### config.mk
export PLATFORM = sky130hd
export DESIGN_NAME = temp_humidity_ratio_interpolator
export DESIGN_NICKNAME = d
export VERILOG_FILES = /design/src/rtl/core/thri_pkg.sv /design/src/rtl/core/thri_div.sv /design/src/rtl/core/temp_humidity_ratio_interpolator.sv
export SDC_FILE = /design/constraint.sdc
export NUM_CORES = 2
export LEC_CHECK = 0
export BUFFER_PORTS_ARGS = -buffer_cell sky130_fd_sc_hd__buf_2
export CAP_MARGIN = 20
export CORE_MARGIN = 10
export CORE_UTILIZATION = 45
export DETAILED_ROUTE_END_ITERATION = 10
export GPL_ROUTABILITY_DRIVEN = 1
export GPL_TIMING_DRIVEN = 0
export SYNTH_ARGS = -nofsm -noshare
export SYNTH_HDL_FRONTEND = slang
export SYNTH_HIERARCHICAL = 1
export SYNTH_SLANG_ARGS = --single-unit
### constraint.sdc
create_clock -name clk_i -period 11.1 [get_ports clk_i]
set_input_delay 0.555 -clock clk_i [delete_from_list [all_inputs] [get_ports clk_i]]
set_output_delay 0.555 -clock clk_i [all_outputs]
set_load 0.005 [all_outputs]
### src/rtl/core/thri_pkg.sv
// thri_pkg: shared types and constants of the temperature/humidity ratio interpolator
// used by the top level and by the shared divider (thri_div)
package thri_pkg;

  localparam int TEMP_W  = 16;
  localparam int RATIO_W = 16;
  localparam int HUM_W   = 16;
  localparam int IDX_W   = 4;
  localparam int CNT_W   = 5;                 // entries_in_use register
  localparam int DIFF_W  = 17;                // differences of 16-bit values
  localparam int PROD_W  = 2 * DIFF_W;        // dividend of every division
  localparam int DEN_W   = DIFF_W;            // divisor of every division
  localparam int DIV_CNT_W = $clog2(PROD_W + 1);
  localparam int RES_W   = PROD_W + 1;        // curve value plus quotient

  localparam int CFG_IDX_W  = 2;
  localparam int CFG_DATA_W = 16;

  // register indexes of the config port
  localparam logic [CFG_IDX_W-1:0] CFG_ENTRIES = 2'd0;
  localparam logic [CFG_IDX_W-1:0] CFG_HUM_ONE = 2'd1;
  localparam logic [CFG_IDX_W-1:0] CFG_HUM_TWO = 2'd2;

  // item kinds
  localparam logic FUNC_WRITE = 1'b0;
  localparam logic FUNC_QUERY = 1'b1;

  // result status codes
  localparam logic [1:0] STATUS_OK  = 2'd0;
  localparam logic [1:0] STATUS_SAT = 2'd1;
  localparam logic [1:0] STATUS_EQH = 2'd2;

  localparam int IN_DATA_W  = 72;  // 68 bits of fields padded to bytes
  localparam int OUT_DATA_W = 16;

  typedef struct packed {
    logic [RATIO_W-1:0]       r2;
    logic [RATIO_W-1:0]       r1;
    logic signed [TEMP_W-1:0] temp;
  } tbl_entry_t;

endpackage

### src/rtl/core/thri_div.sv
// thri_div: signed divider, quotient truncated toward zero, one quotient bit per cycle
// depends on thri_pkg for the dividend and divisor widths
module thri_div import thri_pkg::*; (
  input  logic                     clk_i,
  input  logic                     rst_ni,
  input  logic                     start_i,
  input  logic signed [PROD_W-1:0] num_i,
  input  logic signed [DEN_W-1:0]  den_i,
  output logic                     done_o,
  output logic signed [PROD_W-1:0] quo_o
);

  logic                 busy_q;
  logic                 done_q;
  logic [DIV_CNT_W-1:0] cnt_q;
  logic [PROD_W-1:0]    quot_q;
  logic [DEN_W-1:0]     rem_q;
  logic [DEN_W-1:0]     dmag_q;
  logic                 neg_q;

  logic [PROD_W-1:0] num_mag;
  logic [DEN_W-1:0]  den_mag;
  logic [DEN_W:0]    trial;
  logic [DEN_W:0]    diff;
  logic              fits;

  assign num_mag = num_i[PROD_W-1] ? PROD_W'(-num_i) : PROD_W'(num_i);
  assign den_mag = den_i[DEN_W-1] ? DEN_W'(-den_i) : DEN_W'(den_i);

  // restoring step: shift in the next dividend bit, subtract if it fits
  assign trial = {rem_q, quot_q[PROD_W-1]};
  assign diff  = trial - {1'b0, dmag_q};
  assign fits  = trial >= {1'b0, dmag_q};

  always_ff @(posedge clk_i or negedge rst_ni) begin
    if (!rst_ni) begin
      busy_q <= 1'b0;
      done_q <= 1'b0;
      cnt_q  <= '0;
    end else begin
      done_q <= busy_q && (cnt_q == DIV_CNT_W'(1));
      if (start_i) begin
        busy_q <= 1'b1;
        cnt_q  <= DIV_CNT_W'(PROD_W);
      end else if (busy_q) begin
        cnt_q <= cnt_q - DIV_CNT_W'(1);
        if (cnt_q == DIV_CNT_W'(1)) begin
          busy_q <= 1'b0;
        end
      end
    end
  end

  always_ff @(posedge clk_i) begin
    if (start_i) begin
      quot_q <= num_mag;
      rem_q  <= '0;
      dmag_q <= den_mag;
      neg_q  <= num_i[PROD_W-1] ^ den_i[DEN_W-1];
    end else if (busy_q) begin
      rem_q  <= fits ? diff[DEN_W-1:0] : trial[DEN_W-1:0];
      quot_q <= {quot_q[PROD_W-2:0], fits};
    end
  end

  assign done_o = done_q;
  assign quo_o  = neg_q ? -$signed(quot_q) : $signed(quot_q);

endmodule

### src/rtl/core/temp_humidity_ratio_interpolator.sv
// temp_humidity_ratio_interpolator: table write and bilinear ratio query in one block
// a write beat is stored as it is accepted; an interpolating query scans up to n entries
// at one table read per cycle, then runs three divisions on the shared one-bit-per-cycle
// divider, and no new beat is accepted until its result is loaded; a clamped query skips
// the two temperature divisions, equal reference humidities skip the last one
// a waiting result sits in the output register; reset clears control and config, not the table
module temp_humidity_ratio_interpolator import thri_pkg::*; #(
  parameter int TABLE_DEPTH = 16
) (
  input  logic                    clk_i,
  input  logic                    rst_ni,
  // config write port
  input  logic                    cfg_we_i,
  input  logic [CFG_IDX_W-1:0]    cfg_idx_i,
  input  logic [CFG_DATA_W-1:0]   cfg_wdata_i,
  // input stream
  input  logic                    s_axis_tvalid,
  output logic                    s_axis_tready,
  // entry_index[3:0], temperature[19:4], humidity[35:20],
  // ratio_curve_one[51:36], ratio_curve_two[67:52], zero pad[71:68]
  input  logic [IN_DATA_W-1:0]    s_axis_tdata,
  // func[0]
  input  logic                    s_axis_tuser,
  // output stream
  output logic                    m_axis_tvalid,
  input  logic                    m_axis_tready,
  // ratio[15:0]
  output logic [OUT_DATA_W-1:0]   m_axis_tdata,
  // status[1:0]
  output logic [1:0]              m_axis_tuser
);

  localparam int AW = $clog2(TABLE_DEPTH);
  localparam int CW = $clog2(TABLE_DEPTH + 1);

  localparam logic [2:0] S_IDLE   = 3'd0;
  localparam logic [2:0] S_SCAN   = 3'd1;
  localparam logic [2:0] S_MUL    = 3'd2;
  localparam logic [2:0] S_DSTART = 3'd3;
  localparam logic [2:0] S_DWAIT  = 3'd4;
  localparam logic [2:0] S_HUM    = 3'd5;
  localparam logic [2:0] S_RESULT = 3'd6;

  localparam logic [1:0] STEP_ONE = 2'd0;
  localparam logic [1:0] STEP_TWO = 2'd1;
  localparam logic [1:0] STEP_HUM = 2'd2;

  // input fields
  logic                       in_func;
  logic [IDX_W-1:0]           in_idx;
  logic signed [TEMP_W-1:0]   in_temp;
  logic signed [HUM_W-1:0]    in_hum;
  logic [RATIO_W-1:0]         in_r1;
  logic [RATIO_W-1:0]         in_r2;

  assign in_func = s_axis_tuser;
  assign in_idx  = s_axis_tdata[3:0];
  assign in_temp = s_axis_tdata[19:4];
  assign in_hum  = s_axis_tdata[35:20];
  assign in_r1   = s_axis_tdata[51:36];
  assign in_r2   = s_axis_tdata[67:52];

  // config registers
  logic [CNT_W-1:0]        cfg_entries_q;
  logic signed [HUM_W-1:0] hum_one_q;
  logic signed [HUM_W-1:0] hum_two_q;

  always_ff @(posedge clk_i or negedge rst_ni) begin
    if (!rst_ni) begin
      cfg_entries_q <= CNT_W'(1);
      hum_one_q     <= '0;
      hum_two_q     <= HUM_W'(100);
    end else if (cfg_we_i) begin
      case (cfg_idx_i)
        CFG_ENTRIES: cfg_entries_q <= cfg_wdata_i[CNT_W-1:0];
        CFG_HUM_ONE: hum_one_q     <= cfg_wdata_i;
        CFG_HUM_TWO: hum_two_q     <= cfg_wdata_i;
        default:     ;
      endcase
    end
  end

  // control state
  logic [2:0]    state_q, state_d;
  logic [1:0]    step_q, step_d;
  logic [AW-1:0] idx_q, idx_d;
  logic [CW-1:0] n_q, n_d;

  // payload registers
  logic signed [TEMP_W-1:0] t_q;
  logic signed [HUM_W-1:0]  h_q;
  tbl_entry_t               prev_q, cur_q, rd_q;
  logic [RATIO_W-1:0]       r1_q, r2_q;
  logic signed [PROD_W-1:0] prod_q;
  logic signed [DEN_W-1:0]  den_q;
  logic [RATIO_W-1:0]       res_q;
  logic [1:0]               status_q;

  logic                  out_valid_q;
  logic [OUT_DATA_W-1:0] out_data_q;
  logic [1:0]            out_user_q;

  logic s_fire, wr_en, rd_en;
  logic [AW-1:0] rd_addr;
  logic [CW-1:0] n_sel;

  tbl_entry_t mem [TABLE_DEPTH];

  assign s_axis_tready = (state_q == S_IDLE);
  assign s_fire        = s_axis_tvalid && s_axis_tready;
  assign wr_en         = s_fire && (in_func == FUNC_WRITE) && (32'(in_idx) < TABLE_DEPTH);

  // effective entry count: zero reads as one, too many saturates to the depth
  always_comb begin
    if (cfg_entries_q == '0) begin
      n_sel = CW'(1);
    end else if (32'(cfg_entries_q) > TABLE_DEPTH) begin
      n_sel = CW'(TABLE_DEPTH);
    end else begin
      n_sel = CW'(cfg_entries_q);
    end
  end

  // scan compare on the entry just read
  logic scan_gt, scan_last;
  assign scan_gt   = t_q > rd_q.temp;
  assign scan_last = (CW'(idx_q) + CW'(1)) == n_q;

  // table memory, one write and one registered read port
  always_ff @(posedge clk_i) begin
    if (wr_en) begin
      mem[AW'(in_idx)] <= '{r2: in_r2, r1: in_r1, temp: in_temp};
    end
    if (rd_en) begin
      rd_q <= mem[rd_addr];
    end
  end

  // multiplier operands per step
  logic signed [DIFF_W-1:0] mul_a, mul_b, mul_den;
  always_comb begin
    case (step_q)
      STEP_ONE: begin
        mul_a   = $signed({1'b0, cur_q.r1}) - $signed({1'b0, prev_q.r1});
        mul_b   = $signed({t_q[TEMP_W-1], t_q}) - $signed({cur_q.temp[TEMP_W-1], cur_q.temp});
        mul_den = $signed({cur_q.temp[TEMP_W-1], cur_q.temp})
                - $signed({prev_q.temp[TEMP_W-1], prev_q.temp});
      end
      STEP_TWO: begin
        mul_a   = $signed({1'b0, cur_q.r2}) - $signed({1'b0, prev_q.r2});
        mul_b   = $signed({t_q[TEMP_W-1], t_q}) - $signed({cur_q.temp[TEMP_W-1], cur_q.temp});
        mul_den = $signed({cur_q.temp[TEMP_W-1], cur_q.temp})
                - $signed({prev_q.temp[TEMP_W-1], prev_q.temp});
      end
      default: begin
        mul_a   = $signed({h_q[HUM_W-1], h_q}) - $signed({hum_one_q[HUM_W-1], hum_one_q});
        mul_b   = $signed({1'b0, r2_q}) - $signed({1'b0, r1_q});
        mul_den = $signed({hum_two_q[HUM_W-1], hum_two_q})
                - $signed({hum_one_q[HUM_W-1], hum_one_q});
      end
    endcase
  end

  // shared divider
  logic                     div_start, div_done;
  logic signed [PROD_W-1:0] div_quo;

  assign div_start = (state_q == S_DSTART);

  thri_div u_div (
    .clk_i   (clk_i),
    .rst_ni  (rst_ni),
    .start_i (div_start),
    .num_i   (prod_q),
    .den_i   (den_q),
    .done_o  (div_done),
    .quo_o   (div_quo)
  );

  // humidity step result with saturation
  logic signed [RES_W-1:0] hum_res;
  logic [RATIO_W-1:0]      sat_res;
  logic [1:0]              sat_status;

  assign hum_res = $signed({{(RES_W-RATIO_W){1'b0}}, r1_q})
                 + $signed({div_quo[PROD_W-1], div_quo});

  always_comb begin
    if (hum_res < 0) begin
      sat_res    = '0;
      sat_status = STATUS_SAT;
    end else if (hum_res > $signed(RES_W'(65535))) begin
      sat_res    = '1;
      sat_status = STATUS_SAT;
    end else begin
      sat_res    = hum_res[RATIO_W-1:0];
      sat_status = STATUS_OK;
    end
  end

  logic out_load;
  assign out_load = (state_q == S_RESULT) && (!out_valid_q || m_axis_tready);

  // sequencer
  always_comb begin
    state_d = state_q;
    step_d  = step_q;
    idx_d   = idx_q;
    n_d     = n_q;
    rd_en   = 1'b0;
    rd_addr = idx_q + AW'(1);
    case (state_q)
      S_IDLE: begin
        rd_addr = '0;
        if (s_fire && (in_func == FUNC_QUERY)) begin
          rd_en   = 1'b1;
          idx_d   = '0;
          n_d     = n_sel;
          state_d = S_SCAN;
        end
      end
      S_SCAN: begin
        if (scan_gt && !scan_last) begin
          rd_en = 1'b1;
          idx_d = idx_q + AW'(1);
        end else if (scan_gt || (idx_q == '0)) begin
          state_d = S_HUM;
        end else begin
          step_d  = STEP_ONE;
          state_d = S_MUL;
        end
      end
      S_MUL:    state_d = S_DSTART;
      S_DSTART: state_d = S_DWAIT;
      S_DWAIT: begin
        if (div_done) begin
          case (step_q)
            STEP_ONE: begin
              step_d  = STEP_TWO;
              state_d = S_MUL;
            end
            STEP_TWO: state_d = S_HUM;
            default:  state_d = S_RESULT;
          endcase
        end
      end
      S_HUM: begin
        if (hum_one_q == hum_two_q) begin
          state_d = S_RESULT;
        end else begin
          step_d  = STEP_HUM;
          state_d = S_MUL;
        end
      end
      S_RESULT: begin
        if (out_load) begin
          state_d = S_IDLE;
        end
      end
      default: state_d = S_IDLE;
    endcase
  end

  always_ff @(posedge clk_i or negedge rst_ni) begin
    if (!rst_ni) begin
      state_q     <= S_IDLE;
      step_q      <= STEP_ONE;
      idx_q       <= '0;
      n_q         <= CW'(1);
      out_valid_q <= 1'b0;
    end else begin
      state_q <= state_d;
      step_q  <= step_d;
      idx_q   <= idx_d;
      n_q     <= n_d;
      if (out_load) begin
        out_valid_q <= 1'b1;
      end else if (m_axis_tready) begin
        out_valid_q <= 1'b0;
      end
    end
  end

  // datapath registers
  always_ff @(posedge clk_i) begin
    if (s_fire) begin
      t_q <= in_temp;
      h_q <= in_hum;
    end
    case (state_q)
      S_SCAN: begin
        if (scan_gt && !scan_last) begin
          prev_q <= rd_q;
        end else if (scan_gt || (idx_q == '0)) begin
          // clamp to the first or last entry
          r1_q <= rd_q.r1;
          r2_q <= rd_q.r2;
        end else begin
          cur_q <= rd_q;
        end
      end
      S_MUL: begin
        prod_q <= mul_a * mul_b;
        den_q  <= mul_den;
      end
      S_DWAIT: begin
        if (div_done) begin
          case (step_q)
            STEP_ONE: r1_q <= cur_q.r1 + div_quo[RATIO_W-1:0];
            STEP_TWO: r2_q <= cur_q.r2 + div_quo[RATIO_W-1:0];
            default: begin
              res_q    <= sat_res;
              status_q <= sat_status;
            end
          endcase
        end
      end
      S_HUM: begin
        if (hum_one_q == hum_two_q) begin
          res_q    <= r1_q;
          status_q <= STATUS_EQH;
        end
      end
      default: ;
    endcase
    if (out_load) begin
      out_data_q <= res_q;
      out_user_q <= status_q;
    end
  end

  assign m_axis_tvalid = out_valid_q;
  assign m_axis_tdata  = out_data_q;
  assign m_axis_tuser  = out_user_q;

endmodule
==> summary.txt <==
Synth
  • Syn_area_per_cell: 12.2 um2
  • Synth warn: 6
  • Synth async-reset ratio: between 5 and 6%
  • Top post-synthesis cells by area: edfxtp_1 50%, fa_1 9.1%, ha_1 5.2%
  • Cell count after synthesis: roughly 5500
  • Syn Std Cell Area: 67600 um2
  • Top_reg_cell synth: edfxtp_1
  • Register bit total from synthesis: approximately 1200
  • Post-synth EDFFs: 1115
  • Synth top area share: around half
  • Area leader, netlist: edfxtp_1
  • Synth unique cells: roughly 110
  • Register area share after synthesis: between 50 and 60%
  • Net Count, Synth: between 6000 and 7000

Pwr
  • Power per standard cell area: around 130 nW/um2
  • VDD IR-drop max: 0.143 mV
  • Leak pwr: roughly 30 nW

Floorplan
  • Die width: roughly 410 um
  • Die Span Y: around 400 um
  • Initial Util: 45.2%
  • Rows: between 100 and 150
  • Ports: between 100 and 150
  • Core area: 150000 um2
  • Die Area: approximately 170000 um2

Critical path
  • Crit path max fanout: 10
  • Critical path's slowest cell: a31oi_1
  • Crit path arrival time: roughly 11 ns
  • Kind of critical path: flip-flop to flip-flop
  • Startpoint Class: flip-flop
  • Crit path top cell by count: fa_1
  • Critical path capture point type: flip-flop
  • Worst path max stage delay: 0.84 ns
  • Reg-to-reg slack, setup: 0.75 ns
  • Worst reg2reg path depth: 32
  • CP required: 11.66 ns

Run
  • MaxCap Viol Count: 0

STA
  • Final setup viols: 0
  • Hold Vio Cnt, Final: 0
  • Slew margin rel.: 17.9%
  • RSZ-0062 raised after global routing: false
  • Fmax: around 97 MHz
  • WHS: between 0.04 and 0.05 ns
  • Slew @ Worst Pin: approximately 1.2 ns
  • Minimum clock period: between 10 and 15 ns
  • Final Max Tran Viols: 0
  • Period utilisation layout: between 90% and 100%
  • Total negative setup slack: 0 ns
  • Clock Skew: 0.0328 ns

Route
  • WL final: about 190 mm
  • Drt wl/cell: between 20 and 25 um
  • Drt via density: roughly 5.7
  • Drt first pass iters: 7
  • DR vias: 45500
  • Number of DRC markers in iteration 0: approximately 3900
  • DRC: 0
  • ANT nets after route: 0

CTS
  • Clock latency on the worst-skew pair: 0.77 ns
  • Reg clk slew, reported paths: about 0.06 ns
  • TritonCTS clock tree: built
  • Clk root buf: clkbuf_16
  • Max clock buf depth: 3
  • Num CTS Buffers: 135
  • # resized after CTS: 0
  • H-tree depth: 4
  • Clock sinks: roughly 1200

Global route
  • Initial antenna violation count: 16
  • First-pass GRT wire length: between 200 and 300 mm
  • Number of global-route vias before repair: ~46000
  • GRT Total Usage: approximately 23%
  • Grt ovf: 0
  • Largest net degree at the start of global routing: around 60

Outcome
  • Run status: finished, final reports clean

Min path
  • Hold path cells: 2
  • Min-delay worst type: primary input to flip-flop

Placed design
  • HPWL after detailed placement: 145 mm
  • IO Port Bufs: roughly 110
  • GPL Wtd Cong: about 0.97

Layout
  • Nets: between 6000 and 7000
  • Share of post-route cells with drive strength above 1: 9.75%
  • Area growth from synthesis to layout: 13.0%
-- layout by cell type, fill, tap and decap left out, types with 25 or more instances in the layout --
master,n
nand2_1,479
or3_1,42
a21oi_1,215
mux4_2,48
nand2b_1,56
nand3_1,86
edfxtp_1,1115
mux2_2,50
nor3_1,92
a311oi_1,52
nor2_1,323
o21ai_0,184
buf_12,27
and2_1,34
a31oi_1,76
nor2b_1,138
ha_1,282
clkbuf_1,201
o21a_1,48
mux2i_1,212
nand4_1,25
fa_1,308
xor2_1,93
a211oi_1,174
o31ai_1,46
dfrtp_1,55
buf_1,26
xnor2_1,134
inv_1,553
clkbuf_16,142
a21o_1,43
and3_1,27
buf_2,123
-- what timing repair did --
item / CTS / global route
setup buffers: 0 / 0
hold buffers: 17 / 0
hold endpoints to repair: 71 / 0
-- cell families after synthesis --
logic type / count (synthesis) / share of synthesized area (%)
compound gates: 1026 / 10.4
xor+xnor: 227 / 2.94
fa+ha+maj: 590 / 14.3
buf+inv: 776 / 4.44
flops: 1192 / 52.3
mux: 310 / 5.57
simple gates: 1418 / 9.99
-- layout make-up --
cell class | instances | area [um2]
tap | 2016 | 2520
clock inverter | 61 | 593
buffer | 219 | 908
sequential | 1192 | 35300
clock buffer | 175 | 3730
multi-input combinational | 3571 | 29400
antenna | 4 | 10.0
fill | 13100 | 73300
timing repair buffer | 197 | 1720
inverter | 557 | 2090
-- state kept, by name (all words and copies together) (netlist names), 17 cells and up --
signal        cells
mem             768
cur_q            48
prev_q           48
rd_q             48
prod_q           34
u_div/quot_q     34
den_q            17
u_div/dmag_q     17
u_div/rem_q      17
-- worst paths after layout --
path / from / end
max: h_q[0] / prod_q[31]
min: cfg_wdata_i[7] / hum_one_q[7]
max reg2reg: h_q[0] / prod_q[31]
min reg2reg: res_q[15] / m_axis_tdata[15]
max in group asynchronous: rst_ni / n_q[4]
min in group asynchronous: rst_ni / hum_two_q[7]
-- report_power, final --
group / internal [mW] / switching [mW]
clock: 2.50 / 1.85
sequential: 4.92 / 0.0169
combinational: 0.141 / 0.228
-- metal layers --
layer	wire length [um]	GRT usage [%]	vias to the layer above
li1	-	-	20700
met1	80600	29.7	22800
met2	91400	37.9	1529
met3	11500	3.65	396
met4	7710	8.23	12
met5	70	0	-
-- worst max-delay path: cells and delay by family (launching register included) --
family	cells	cell delay [ns]
compound gates	15	4.48
fa+ha+maj	9	4.09
buf+inv	6	0.93
flops	1	0.37
simple gates	1	0.16
mux	1	0.11
-- metrics by stage --
step | cell area, um2 | power, mW | setup WS, ns | util [%] | std cells
floorplan | 67600 | 5.24 | 2.71 | - | 5539
global placement | 70600 | 5.38 | -0.427 | 47.2 | 7666
detailed placement | 71800 | 5.39 | 0.859 | 48.0 | 7732
CTS | 76300 | 9.74 | 0.869 | 51.0 | 7985
global route | 76300 | 9.96 | 0.270 | 51.0 | 7988
finish | 76300 | 9.66 | 0.753 | 51.0 | 7992
-- cells in the mapped netlist, drive strengths merged, types with 10 or more instances --
cell type	n
mux2	50
o2111ai	11
o21bai	10
inv	556
nand3	86
nand2b	56
edfxtp	1115
a211oi	174
and2	36
xnor2	134
nand2	481
a21boi	16
o21ai	194
a21oi	215
nor4	28
nor2b	139
nor3	100
xor2	93
dfxtp	17
mux4	48
o211ai	20
fa	308
or3	43
a31oi	76
nand4	26
a21o	43
or2	20
dfrtp	55
o41ai	20
o21a	48
ha	282
buf	45
and3	29
a2111oi	20
a311oi	57
mux2i	212
o31ai	46
nor2	338
clkbuf	173
Power figures use the tool's default switching activity.
